File: src/hdl/otpt_pkg.sv
// Shared constants, codes and control types for the timer table.
`default_nettype none

package otpt_pkg;

   localparam int NUM_SLOTS = 16;
   localparam int TIME_BITS = 32;
   localparam int ID_BITS   = 16;
   localparam int SLOT_BITS = (NUM_SLOTS > 1) ? $clog2(NUM_SLOTS) : 1;

   localparam int OP_BITS       = 2;
   localparam int NOW_BITS      = 32;
   localparam int DELAY_BITS    = 32;
   localparam int CID_BITS      = 16;
   localparam int STATUS_BITS   = 3;
   localparam int TID_BITS      = 16;
   localparam int SLOT_OUT_BITS = 4;

   typedef enum logic [OP_BITS-1:0] {
      OP_ADD_ONESHOT  = 2'd0,
      OP_ADD_PERIODIC = 2'd1,
      OP_CANCEL       = 2'd2,
      OP_TICK         = 2'd3
   } otpt_op_type;

   typedef enum logic [STATUS_BITS-1:0] {
      ST_ADDED     = 3'd0,
      ST_FULL      = 3'd1,
      ST_CANCELLED = 3'd2,
      ST_NOT_FOUND = 3'd3,
      ST_FIRED     = 3'd4
   } otpt_status_type;

   typedef enum logic [1:0] {
      SCAN_CANCEL,
      SCAN_PERIODIC,
      SCAN_ONESHOT
   } otpt_scan_type;

   typedef enum logic [2:0] {
      S_IDLE,
      S_ADD,
      S_CANCEL,
      S_TICK_PER,
      S_TICK_ONE,
      S_FLUSH
   } otpt_state_type;

   typedef struct packed {
      logic          load;
      logic          add;
      logic          cancel_hit;
      logic          cancel_miss;
      logic          fire;
      logic          push_mid;
      logic          push_last;
      logic          idx_step;
      otpt_scan_type mode;
   } otpt_cmd_type;

   typedef struct packed {
      logic hit_cancel;
      logic hit_periodic;
      logic hit_oneshot;
      logic idx_end;
      logic pend_valid;
      logic out_free;
   } otpt_stat_type;

endpackage

`default_nettype wire

File: src/hdl/otpt_ctrl.sv
// Sequencer for the timer table: accepts a request and steps the slot scans.
`default_nettype none

module otpt_ctrl (
   input  wire logic                         clock,
   input  wire logic                         reset,
   input  wire logic                         req_valid,
   output logic                              req_ready,
   input  wire logic [otpt_pkg::OP_BITS-1:0] req_op,
   input  wire otpt_pkg::otpt_stat_type      stat,
   output otpt_pkg::otpt_cmd_type            cmd
);

   otpt_pkg::otpt_state_type state_ff, state_in;
   logic                     hit;
   logic                     scan_go;

   always_comb begin
      unique case (state_ff)
         otpt_pkg::S_CANCEL:   hit = stat.hit_cancel;
         otpt_pkg::S_TICK_PER: hit = stat.hit_periodic;
         otpt_pkg::S_TICK_ONE: hit = stat.hit_oneshot;
         default:              hit = 1'b0;
      endcase
   end

   // a hit with the holding slot full waits for the output register
   assign scan_go = !(hit && stat.pend_valid && !stat.out_free);

   always_ff @(posedge clock) begin
      if (reset) begin
         state_ff <= otpt_pkg::S_IDLE;
      end else begin
         state_ff <= state_in;
      end
   end

   always_comb begin
      state_in = state_ff;
      unique case (state_ff)
         otpt_pkg::S_IDLE: begin
            if (req_valid) begin
               unique case (otpt_pkg::otpt_op_type'(req_op))
                  otpt_pkg::OP_ADD_ONESHOT,
                  otpt_pkg::OP_ADD_PERIODIC: state_in = otpt_pkg::S_ADD;
                  otpt_pkg::OP_CANCEL:       state_in = otpt_pkg::S_CANCEL;
                  otpt_pkg::OP_TICK:         state_in = otpt_pkg::S_TICK_PER;
                  default:                   state_in = otpt_pkg::S_IDLE;
               endcase
            end
         end
         otpt_pkg::S_ADD: state_in = otpt_pkg::S_FLUSH;
         otpt_pkg::S_CANCEL: begin
            if (hit || stat.idx_end) begin
               state_in = otpt_pkg::S_FLUSH;
            end
         end
         otpt_pkg::S_TICK_PER: begin
            if (scan_go && stat.idx_end) begin
               state_in = otpt_pkg::S_TICK_ONE;
            end
         end
         otpt_pkg::S_TICK_ONE: begin
            if (scan_go && stat.idx_end) begin
               state_in = otpt_pkg::S_FLUSH;
            end
         end
         otpt_pkg::S_FLUSH: begin
            if (!stat.pend_valid || stat.out_free) begin
               state_in = otpt_pkg::S_IDLE;
            end
         end
         default: state_in = otpt_pkg::S_IDLE;
      endcase
   end

   always_comb begin
      cmd       = '0;
      cmd.mode  = otpt_pkg::SCAN_CANCEL;
      req_ready = 1'b0;
      unique case (state_ff)
         otpt_pkg::S_IDLE: begin
            req_ready = 1'b1;
            cmd.load  = req_valid;
         end
         otpt_pkg::S_ADD: begin
            cmd.add = 1'b1;
         end
         otpt_pkg::S_CANCEL: begin
            cmd.mode = otpt_pkg::SCAN_CANCEL;
            if (hit) begin
               cmd.cancel_hit = 1'b1;
            end else if (stat.idx_end) begin
               cmd.cancel_miss = 1'b1;
            end else begin
               cmd.idx_step = 1'b1;
            end
         end
         otpt_pkg::S_TICK_PER,
         otpt_pkg::S_TICK_ONE: begin
            cmd.mode = (state_ff == otpt_pkg::S_TICK_PER) ? otpt_pkg::SCAN_PERIODIC
                                                          : otpt_pkg::SCAN_ONESHOT;
            if (scan_go) begin
               cmd.fire     = hit;
               cmd.push_mid = hit && stat.pend_valid;
               cmd.idx_step = 1'b1;
            end
         end
         otpt_pkg::S_FLUSH: begin
            cmd.push_last = stat.pend_valid && stat.out_free;
         end
         default: begin
            req_ready = 1'b0;
         end
      endcase
   end

endmodule

`default_nettype wire

File: src/hdl/otpt_dpath.sv
// Timer table storage, slot scan compare, result holding and output registers.
`default_nettype none

module otpt_dpath (
   input  wire logic                             clock,
   input  wire logic                             reset,
   input  wire otpt_pkg::otpt_cmd_type           cmd,
   output otpt_pkg::otpt_stat_type               stat,
   input  wire logic [otpt_pkg::OP_BITS-1:0]     req_op,
   input  wire logic [otpt_pkg::NOW_BITS-1:0]    req_now,
   input  wire logic [otpt_pkg::DELAY_BITS-1:0]  req_delay,
   input  wire logic [otpt_pkg::CID_BITS-1:0]    req_cancel_id,
   output logic                                  rsp_valid,
   input  wire logic                             rsp_ready,
   output logic [otpt_pkg::STATUS_BITS-1:0]      rsp_status,
   output logic [otpt_pkg::TID_BITS-1:0]         rsp_timer_id,
   output logic [otpt_pkg::SLOT_OUT_BITS-1:0]    rsp_slot,
   output logic                                  rsp_last
);

   localparam int NS = otpt_pkg::NUM_SLOTS;
   localparam int TB = otpt_pkg::TIME_BITS;
   localparam int IB = otpt_pkg::ID_BITS;
   localparam int SB = otpt_pkg::SLOT_BITS;

   // request latch
   logic [otpt_pkg::OP_BITS-1:0] op_ff,  op_in;
   logic [TB-1:0]                now_ff, now_in;
   logic [TB-1:0]                dly_ff, dly_in;
   logic [IB-1:0]                cid_ff, cid_in;

   // slot table
   logic [NS-1:0] slot_valid_ff, slot_valid_in;
   logic [NS-1:0] slot_periodic_ff, slot_periodic_in;
   logic [IB-1:0] slot_id_ff [NS];
   logic [IB-1:0] slot_id_in [NS];
   logic [TB-1:0] slot_deadline_ff [NS];
   logic [TB-1:0] slot_deadline_in [NS];
   logic [TB-1:0] slot_period_ff [NS];
   logic [TB-1:0] slot_period_in [NS];
   logic [IB-1:0] next_id_ff, next_id_in;
   logic [SB-1:0] idx_ff, idx_in;

   // holding slot for the newest result
   logic                      pend_valid_ff, pend_valid_in;
   otpt_pkg::otpt_status_type pend_status_ff, pend_status_in;
   logic [IB-1:0]             pend_id_ff, pend_id_in;
   logic [SB-1:0]             pend_slot_ff, pend_slot_in;

   // output register
   logic                              rsp_valid_ff, rsp_valid_in;
   logic [otpt_pkg::STATUS_BITS-1:0]  rsp_status_ff, rsp_status_in;
   logic [otpt_pkg::TID_BITS-1:0]     rsp_id_ff, rsp_id_in;
   logic [otpt_pkg::SLOT_OUT_BITS-1:0] rsp_slot_ff, rsp_slot_in;
   logic                              rsp_last_ff, rsp_last_in;

   logic          cur_valid, cur_per, due, full;
   logic [IB-1:0] cur_id;
   logic [TB-1:0] cur_dl, cur_pd, diff;
   logic [SB-1:0] free_idx;

   assign cur_valid = slot_valid_ff[idx_ff];
   assign cur_per   = slot_periodic_ff[idx_ff];
   assign cur_id    = slot_id_ff[idx_ff];
   assign cur_dl    = slot_deadline_ff[idx_ff];
   assign cur_pd    = slot_period_ff[idx_ff];
   assign diff      = now_ff - cur_dl;
   assign due       = (diff != '0) && !diff[TB-1];
   assign full      = &slot_valid_ff;

   // lowest free slot
   always_comb begin
      free_idx = '0;
      for (int i = NS - 1; i >= 0; i--) begin
         if (!slot_valid_ff[i]) begin
            free_idx = SB'(i);
         end
      end
   end

   always_comb begin
      stat.hit_cancel   = cur_valid && (cur_id == cid_ff);
      stat.hit_periodic = cur_valid && cur_per && due;
      stat.hit_oneshot  = cur_valid && !cur_per && due;
      stat.idx_end      = (idx_ff == SB'(NS - 1));
      stat.pend_valid   = pend_valid_ff;
      stat.out_free     = !rsp_valid_ff || rsp_ready;
   end

   always_comb begin
      op_in  = op_ff;
      now_in = now_ff;
      dly_in = dly_ff;
      cid_in = cid_ff;
      if (cmd.load) begin
         op_in  = req_op;
         now_in = TB'(req_now);
         dly_in = TB'(req_delay);
         cid_in = IB'(req_cancel_id);
      end
   end

   always_comb begin
      slot_valid_in    = slot_valid_ff;
      slot_periodic_in = slot_periodic_ff;
      slot_id_in       = slot_id_ff;
      slot_deadline_in = slot_deadline_ff;
      slot_period_in   = slot_period_ff;
      next_id_in       = next_id_ff;
      idx_in           = idx_ff;
      pend_valid_in    = pend_valid_ff;
      pend_status_in   = pend_status_ff;
      pend_id_in       = pend_id_ff;
      pend_slot_in     = pend_slot_ff;

      if (cmd.load) begin
         idx_in = '0;
      end else if (cmd.idx_step) begin
         idx_in = stat.idx_end ? '0 : idx_ff + SB'(1);
      end

      if (cmd.add) begin
         pend_valid_in = 1'b1;
         if (full) begin
            pend_status_in = otpt_pkg::ST_FULL;
            pend_id_in     = '0;
            pend_slot_in   = '0;
         end else begin
            slot_valid_in[free_idx]    = 1'b1;
            slot_periodic_in[free_idx] =
               (otpt_pkg::otpt_op_type'(op_ff) == otpt_pkg::OP_ADD_PERIODIC);
            slot_id_in[free_idx]       = next_id_ff;
            slot_deadline_in[free_idx] = now_ff + dly_ff;
            slot_period_in[free_idx]   = dly_ff;
            pend_status_in             = otpt_pkg::ST_ADDED;
            pend_id_in                 = next_id_ff;
            pend_slot_in               = free_idx;
            next_id_in                 = next_id_ff + IB'(1);
         end
      end

      if (cmd.cancel_hit) begin
         slot_valid_in[idx_ff] = 1'b0;
         pend_valid_in         = 1'b1;
         pend_status_in        = otpt_pkg::ST_CANCELLED;
         pend_id_in            = cid_ff;
         pend_slot_in          = idx_ff;
      end

      if (cmd.cancel_miss) begin
         pend_valid_in  = 1'b1;
         pend_status_in = otpt_pkg::ST_NOT_FOUND;
         pend_id_in     = cid_ff;
         pend_slot_in   = '0;
      end

      if (cmd.fire) begin
         pend_valid_in  = 1'b1;
         pend_status_in = otpt_pkg::ST_FIRED;
         pend_id_in     = cur_id;
         pend_slot_in   = idx_ff;
         if (cmd.mode == otpt_pkg::SCAN_PERIODIC) begin
            slot_deadline_in[idx_ff] = now_ff + cur_pd;
         end else begin
            slot_valid_in[idx_ff] = 1'b0;
         end
      end

      if (cmd.push_last) begin
         pend_valid_in = 1'b0;
      end
   end

   always_comb begin
      rsp_valid_in  = rsp_valid_ff && !rsp_ready;
      rsp_status_in = rsp_status_ff;
      rsp_id_in     = rsp_id_ff;
      rsp_slot_in   = rsp_slot_ff;
      rsp_last_in   = rsp_last_ff;
      if (cmd.push_mid || cmd.push_last) begin
         rsp_valid_in  = 1'b1;
         rsp_status_in = pend_status_ff;
         rsp_id_in     = otpt_pkg::TID_BITS'(pend_id_ff);
         rsp_slot_in   = otpt_pkg::SLOT_OUT_BITS'(pend_slot_ff);
         rsp_last_in   = cmd.push_last;
      end
   end

   always_ff @(posedge clock) begin
      if (reset) begin
         slot_valid_ff    <= '0;
         slot_periodic_ff <= '0;
         next_id_ff       <= '0;
         idx_ff           <= '0;
         pend_valid_ff    <= 1'b0;
         rsp_valid_ff     <= 1'b0;
      end else begin
         slot_valid_ff    <= slot_valid_in;
         slot_periodic_ff <= slot_periodic_in;
         next_id_ff       <= next_id_in;
         idx_ff           <= idx_in;
         pend_valid_ff    <= pend_valid_in;
         rsp_valid_ff     <= rsp_valid_in;
      end
   end

   always_ff @(posedge clock) begin
      op_ff            <= op_in;
      now_ff           <= now_in;
      dly_ff           <= dly_in;
      cid_ff           <= cid_in;
      slot_id_ff       <= slot_id_in;
      slot_deadline_ff <= slot_deadline_in;
      slot_period_ff   <= slot_period_in;
      pend_status_ff   <= pend_status_in;
      pend_id_ff       <= pend_id_in;
      pend_slot_ff     <= pend_slot_in;
      rsp_status_ff    <= rsp_status_in;
      rsp_id_ff        <= rsp_id_in;
      rsp_slot_ff      <= rsp_slot_in;
      rsp_last_ff      <= rsp_last_in;
   end

   assign rsp_valid    = rsp_valid_ff;
   assign rsp_status   = rsp_status_ff;
   assign rsp_timer_id = rsp_id_ff;
   assign rsp_slot     = rsp_slot_ff;
   assign rsp_last     = rsp_last_ff;

endmodule

`default_nettype wire

File: src/hdl/oneshot_periodic_timer_table.sv
// Timer table with one-shot and periodic slots: top level.
//
// One request at a time. An add passes through S_ADD and S_FLUSH before the next
// request is taken; a cancel walks the slots one per cycle until a hit or the last
// slot; a tick walks the table twice (periodic slots, then one-shot slots), and
// stalls on a hit while the holding slot and the output register are both full.
// Each request also waits while the result side holds off rsp_ready with a result
// waiting. The scan reads through a single slot-read port. Each result beat carries
// rsp_last on the final beat of its request; a tick that fires nothing gives no beats.
`default_nettype none

module oneshot_periodic_timer_table (
   input  wire logic                                clock,
   input  wire logic                                reset,
   input  wire logic                                req_valid,
   output logic                                     req_ready,
   input  wire logic [otpt_pkg::OP_BITS-1:0]        req_op,
   input  wire logic [otpt_pkg::NOW_BITS-1:0]       req_now,
   input  wire logic [otpt_pkg::DELAY_BITS-1:0]     req_delay,
   input  wire logic [otpt_pkg::CID_BITS-1:0]       req_cancel_id,
   output logic                                     rsp_valid,
   input  wire logic                                rsp_ready,
   output logic [otpt_pkg::STATUS_BITS-1:0]         rsp_status,
   output logic [otpt_pkg::TID_BITS-1:0]            rsp_timer_id,
   output logic [otpt_pkg::SLOT_OUT_BITS-1:0]       rsp_slot,
   output logic                                     rsp_last
);

   otpt_pkg::otpt_cmd_type  cmd;
   otpt_pkg::otpt_stat_type stat;

   otpt_ctrl u_ctrl (
      .clock     (clock),
      .reset     (reset),
      .req_valid (req_valid),
      .req_ready (req_ready),
      .req_op    (req_op),
      .stat      (stat),
      .cmd       (cmd)
   );

   otpt_dpath u_dpath (
      .clock         (clock),
      .reset         (reset),
      .cmd           (cmd),
      .stat          (stat),
      .req_op        (req_op),
      .req_now       (req_now),
      .req_delay     (req_delay),
      .req_cancel_id (req_cancel_id),
      .rsp_valid     (rsp_valid),
      .rsp_ready     (rsp_ready),
      .rsp_status    (rsp_status),
      .rsp_timer_id  (rsp_timer_id),
      .rsp_slot      (rsp_slot),
      .rsp_last      (rsp_last)
   );

endmodule

`default_nettype wire

File: config.mk
export PLATFORM = sky130hd
export DESIGN_NAME = oneshot_periodic_timer_table
export DESIGN_NICKNAME = d
export VERILOG_FILES = /design/src/hdl/otpt_pkg.sv /design/src/hdl/otpt_ctrl.sv /design/src/hdl/otpt_dpath.sv /design/src/hdl/oneshot_periodic_timer_table.sv
export SDC_FILE = /design/constraint.sdc
export NUM_CORES = 2
export LEC_CHECK = 0
export ABC_CLOCK_PERIOD_IN_PS = 12900
export BUFFER_PORTS_ARGS = -buffer_cell sky130_fd_sc_hd__buf_2
export CAP_MARGIN = 25
export CORE_ASPECT_RATIO = 1.5
export CORE_UTILIZATION = 60
export CTS_CLUSTER_SIZE = 16
export DETAILED_ROUTE_END_ITERATION = 7
export GPL_TIMING_DRIVEN = 0
export PLACE_DENSITY = 0.83
export SLEW_MARGIN = 20
export SYNTH_ARGS = -nofsm -noshare
export SYNTH_HDL_FRONTEND = slang
export SYNTH_SLANG_ARGS = --single-unit
export TNS_END_PERCENT = 10
File: constraint.sdc
create_clock -name clock -period 12.9 [get_ports clock]
set_input_delay 2.58 -clock clock [delete_from_list [all_inputs] [get_ports clock]]
set_output_delay 2.58 -clock clock [all_outputs]
set_load 0.05 [all_outputs]
## Word-level counts from Yosys, hierarchy flattened

Index checks and enable logic that the tools add are counted.

| word-level totals | value |
|---|---|
| bits in writable memories | 0 |
| word-level logic and storage cells | 237 |
| ROM bits | 0 |
| output and inout bits | 26 |
| register bits | 1,466 |
| bits in latches | 0 |
| memories | 0 |

| operators by class | value |
|---|---|
| mux-type cells | 96 |
| bitwise logic cells | 7 |
| $lt $le $gt $ge | 8 |
| multiply operators | 0 |
| divide/modulo/power cells | 0 |
| equal/unequal tests | 17 |
| shift operators | 0 |
| add/subtract/negate cells | 5 |
| reductions and logical operators | 38 |

Operators with widths:

| kind | count |
|---|---|
| two-way mux 512 bit | 4 |
| bitwise mux 512 bit | 3 |
| binary-select mux 32 bit (select 4 bit) | 2 |
| bitwise mux 256 bit | 1 |
| demux 32 bit (select 4 bit) | 2 |
| two-way mux 16 bit | 13 |
| two-way mux 32 bit | 6 |
| two-way mux 4 bit | 22 |
| adder 32 bit | 2 |
| binary-select mux 16 bit (select 4 bit) | 1 |
| demux 16 bit (select 4 bit) | 1 |
| AND 16 bit | 2 |
| nonzero test 32 bit | 1 |
| subtractor 32 bit | 1 |
| two-way mux 3 bit | 8 |
| two-way mux 1 bit | 20 |
| case mux 3 bit (6 select lines) | 1 |
| adder 16 x 1 -> 16 bit (second input constant) | 1 |
| bitwise mux 16 bit | 1 |
| equality test 16 bit | 1 |
| NOT 16 bit | 1 |
| bitwise OR 16 bit | 1 |
| AND reduction 16 bit | 1 |
| logical AND 1 bit | 15 |
| 30 further kinds | 60 |

## Logic depth before layout (Yosys ltp)

| depth | value |
|---|---|
| word-level depth | 28 |
| mapped depth | 27 |

## Hierarchy

A second synthesis with hierarchy kept.

| second synthesis, totals | value |
|---|---|
| cell total of the unflattened synthesis | 5,290 |
| area, all modules | 65,660.5 µm² |

By module, submodules not included:

| module | times used | area an instance (µm²) | cells an instance |
|---|---|---|---|
| otpt_dpath | 1 | 65,313.9 | 5,243 |
| otpt_ctrl | 1 | 346.6 | 47 |

## Worst setup path before layout

OpenSTA, ideal clock, no wires.

| timing | value |
|---|---|
| path kind | register -> register |
| start | register u_dpath.idx_ff[0] |
| end | register u_dpath.pend_id_ff[0] (enable) |
| path buffers | 8 |
| data required time | 12.506 ns |
| setup slack | 5.246 ns |
| stages on the path, launching flop included | 24 |
| arrival time | 7.260 ns |
| period minus slack after synthesis | 7.654 ns |
| cells stage by stage | dfxtp_1 buf_2 buf_2 buf_2 clkbuf_1 buf_1 buf_1 mux4_2 mux4_2 ha_1 fa_1 nand2b_1 a211oi_2 o31ai_1 a21oi_1 nor2_1 a2111o_1 or4_1 or4_4 and3_1 buf_6 buf_6 nor2_1 nand2_1 |

| on the way | value |
|---|---|
| longest elaborated chain between the ends | 14 |

RTL lines:

| what | line | text |
|---|---|---|
| start, declared | otpt_dpath.sv:42 | `logic [SB-1:0] idx_ff, idx_in;` |
| start signal, assigned | otpt_dpath.sv:201 | `idx_ff <= idx_in;` |
| NOT 4 -> 5 bit (not written as such) | otpt_dpath.sv:64, otpt_dpath.sv:65 |  |
| binary-select mux 32 bit (select 4 bit) | otpt_dpath.sv:65 | `assign cur_dl = slot_deadline_ff[idx_ff];` |
| two-way mux 32 bit (not written as such) (2 in a row) | otpt_dpath.sv:65 |  |
| subtractor 32 bit | otpt_dpath.sv:67 | `assign diff = now_ff - cur_dl;` |
| nonzero test 32 bit / zero test 1 bit (equally long branches) | otpt_dpath.sv:68 | `assign due = (diff != '0) && !diff[TB-1];` |
| logical AND 1 bit | otpt_dpath.sv:68 |  |
| logical AND 1 bit (on tied branches) | otpt_dpath.sv:84, otpt_dpath.sv:83 |  |
| case mux 1 bit (3 select lines) | otpt_ctrl.sv:19 | `unique case (state_ff)` |
| logical AND 1 bit (2 in a row) | otpt_ctrl.sv:28 | `assign scan_go = !(hit && stat.pend_valid && !stat.out_free);` |
| two-way mux 2 bit | otpt_ctrl.sv:103 | `if (scan_go) begin` |
| two-way mux 2 bit | otpt_ctrl.sv:81 | `unique case (state_ff)` |
| nonzero test 4 bit (no line) * | - |  |
| end signal, assigned | otpt_dpath.sv:216 | `pend_id_ff <= pend_id_in;` |
| end, declared | otpt_dpath.sv:47 | `logic [IB-1:0] pend_id_ff, pend_id_in;` |

Every way passes the cells marked *; elsewhere a longest branch is shown, timed or not. The select of a mux whose other input is x is not followed.
A chain may end at the register's enable or synchronous reset.

==> reports/metrics.yaml <==
outcome: "complete, no violations"
ys_seq_area_share_pct: 57.7
yosys.area.top_type: "edfxtp_1"
antenna_left: 0
gr-total-overflow: 0
p_per_area_mw_per_mm2: 228
layout-drive-gt1-share_pct: 18.3
cp_slowest_cell: "clkbuf_1"
path_common_cell: "clkbuf_1"
syn_nets: 5372
syn_to_final_growth_pct: 12.6
postSynth.asyncResetShare_pct: 0
grt_pass1_vias: 50600
setup_viol_count_final: 0
worst_ep_arrival_time_ns: 13.15
synthDistinctLibCells: 85
clkTransAtPathRegs_ns: 0.07
ctsHoldBuffers: 0
report.final.slew_viol_count: 0
whs_ns: 0.426
place_congestion: 1.06
p_comb_share_pct: 41.6
critPathMaxStageDelay_ns: 0.96
seqPwrFrac_pct: 33.6
antenna_found_initial: 17
grt_usage_pct: 50.8
slew_headroom_pct: 13.0
dp_hpwl_mm: 182
fmax_mhz: 79.9
htreeDepth: 4
muxShareOfSynthArea_pct: 16.7
synth-xor-area-share_pct: 1.23
numCtsBuffers: 137
cts_tree: "yes"
fillers: 7495
ir_worst_vdd_mv: 0.274
p_leak_nw: 26.5
cts_setup_buffers: 0
cts_resized: 0
syn_avg_cell_area_um2: 12.8
yosys.area_share.simple_pct: 7.49
synth-seq-cells: 1466
period_minus_slack_ns: 12.51
clock_path_buffers: 3
min_period_over_period_pct: 97.0
die_w_um: 273
drcViolationCount: 0
syn_area_mm2: 0.0663
drt_iter0_drc: 10200
synth_fa_ha_area_share_pct: 1.94
p_int_mw: 9.83
die-area_mm2: 0.112
cts.sinks: 1466
startpoint_type: "flip-flop"
cp.required_ns: 13.54
coreArea_mm2: 0.110
p_switching_mw: 7.18
synthTopCellsByCount: "edfxtp_1 (894), dfxtp_1 (572), a21oi_1 (482)"
final.setup.tns_ns: 0
worst_pin_slew_ns: 1.31
fin_nets: 5690
end_kind: "flip-flop"
wl_per_cell_um: 40.1
rsz0062_at_grt: "false"
power.share.clock_pct: 24.8
routed_wirelength_mm: 283
synth.most_common_cell: "edfxtp_1"
design.portCount: 112
synth_area_leaders: "edfxtp_1 (40%), dfxtp_1 (17%), mux4_2 (13%)"
syn_inst: 5185
r2r_setup_slack_ns: 0.39
fp-row-count: 149
synth_compound_area_share_pct: 11.8
cts-root-buf: "clkbuf_16"
vias: 53100
worstSkewPairLatency_ns: 0.82
hold_class: "flip-flop to flip-flop"
switching_share_pct: 42.2
crit_type: "flip-flop to flip-flop"
timing.max_cap.violations: 0
die_y_um: 409
synth_edf_count: 894
start_util_pct: 60.4
grt_pass1_wl_mm: 389
fin_skew_ns: 0.0465
cp_max_fo: 10
yosysWarnings: 0
final-hold-violation-count: 0
synth_top_area_share_pct: 40.5
grt_max_degree: 52
firstDrtPassIters: 8
portBuffers: 110
synth_top_family_by_area: "multiplexers"
vias_per_cell: 7.53
synthFlopType: "edfxtp_1"
-- power groups by stage --
stage,sequential [mW],clock (mW),combinational (mW)
finish,5.72,4.22,7.07
global route,5.73,4.35,7.16
CTS,5.69,4.17,6.63
detailed placement,5.77,0,6.53
global placement,5.78,0,6.25
floorplan,5.64,0,3.90
-- state kept, by name (all words and copies together), names as in the netlist, 32 cells and up --
register                  flops
u_dpath.dly_ff               32
u_dpath.now_ff               32
u_dpath.slot_deadline_ff    512
u_dpath.slot_id_ff          256
u_dpath.slot_period_ff      512
-- placed cells by master (no fill, tap or decap), drive strengths merged, types with 52 or more instances in the layout --
cell type	n
edfxtp	894
buf	285
ha	98
o21ai	303
clkbuf	485
mux4	395
nor2	458
dfxtp	572
mux2i	161
a211oi	261
nand2	340
nor3	52
a21oi	484
inv	115
-- final timing paths --
kind,start,endpoint,depth (start not counted)
worst max-delay path,u_dpath.idx_ff[1]$_SDFFE_PP0P_,u_dpath.slot_deadline_ff[456]$_DFF_P_,26
worst max register to register,u_dpath.idx_ff[1]$_SDFFE_PP0P_,u_dpath.slot_deadline_ff[456]$_DFF_P_,26
worst min register to register,u_dpath.pend_id_ff[2]$_DFFE_PP_,u_dpath.rsp_timer_id[2]$_DFFE_PP_,0
worst min-delay path,u_dpath.pend_id_ff[2]$_DFFE_PP_,u_dpath.rsp_timer_id[2]$_DFFE_PP_,0
-- worst max-delay path, delay by kind of cell (launching register included) --
| family | cells | cell delay (ns) |
|---|---|---|
| AND/OR/NAND/NOR | 5 | 1.27 |
| multiplexers | 2 | 0.93 |
| buffers and inverters | 11 | 7.27 |
| flip-flops | 1 | 0.35 |
| XOR/XNOR | 1 | 0.26 |
| adder cells (fa/ha/maj) | 1 | 0.33 |
| AO/OA/AOI/OAI | 6 | 1.86 |
-- kinds of logic (layout without fill, tap and decap cells) --
group / count (synthesis) / count (layout)
flops: 1466 / 1466
other cells: 0 / 11
buf+inv: 521 / 948
compound gates: 1285 / 1285
fa+ha+maj: 101 / 101
simple gates: 1115 / 1115
mux: 604 / 604
xor+xnor: 93 / 93
-- area by class of cell --
cell class	count	area, um^2	area share (%)
timing repair buffer	179	1620	2.17
clock inverter	66	698	0.935
clock buffer	182	3840	5.14
tap	1434	1790	2.40
antenna	11	27.5	0.0369
buffer	409	1730	2.32
multi-input combinational	3198	26200	35.1
sequential	1466	38300	51.3
inverter	112	453	0.606
-- routing by layer --
metal	track usage [%]	share of wire [%]
met5	1.36	0.10
met4	47.3	12
met3	19.7	14
met2	73.4	43
met1	57.4	30
-- metrics by stage --
step	std cells	area (um^2)	total power [mW]	util, %	worst slack (ns)
after floorplan	5185	66300	9.54	-	5.25
after global placement	6729	68700	12.0	62.5	-0.0148
after detailed placement	6786	69900	12.3	63.7	1.36
after CTS	7034	74500	16.5	67.8	1.12
after global routing	7047	74700	17.2	68.0	0.753
final	7057	74700	17.0	68.0	0.389
(Power assumes the default switching activity.)
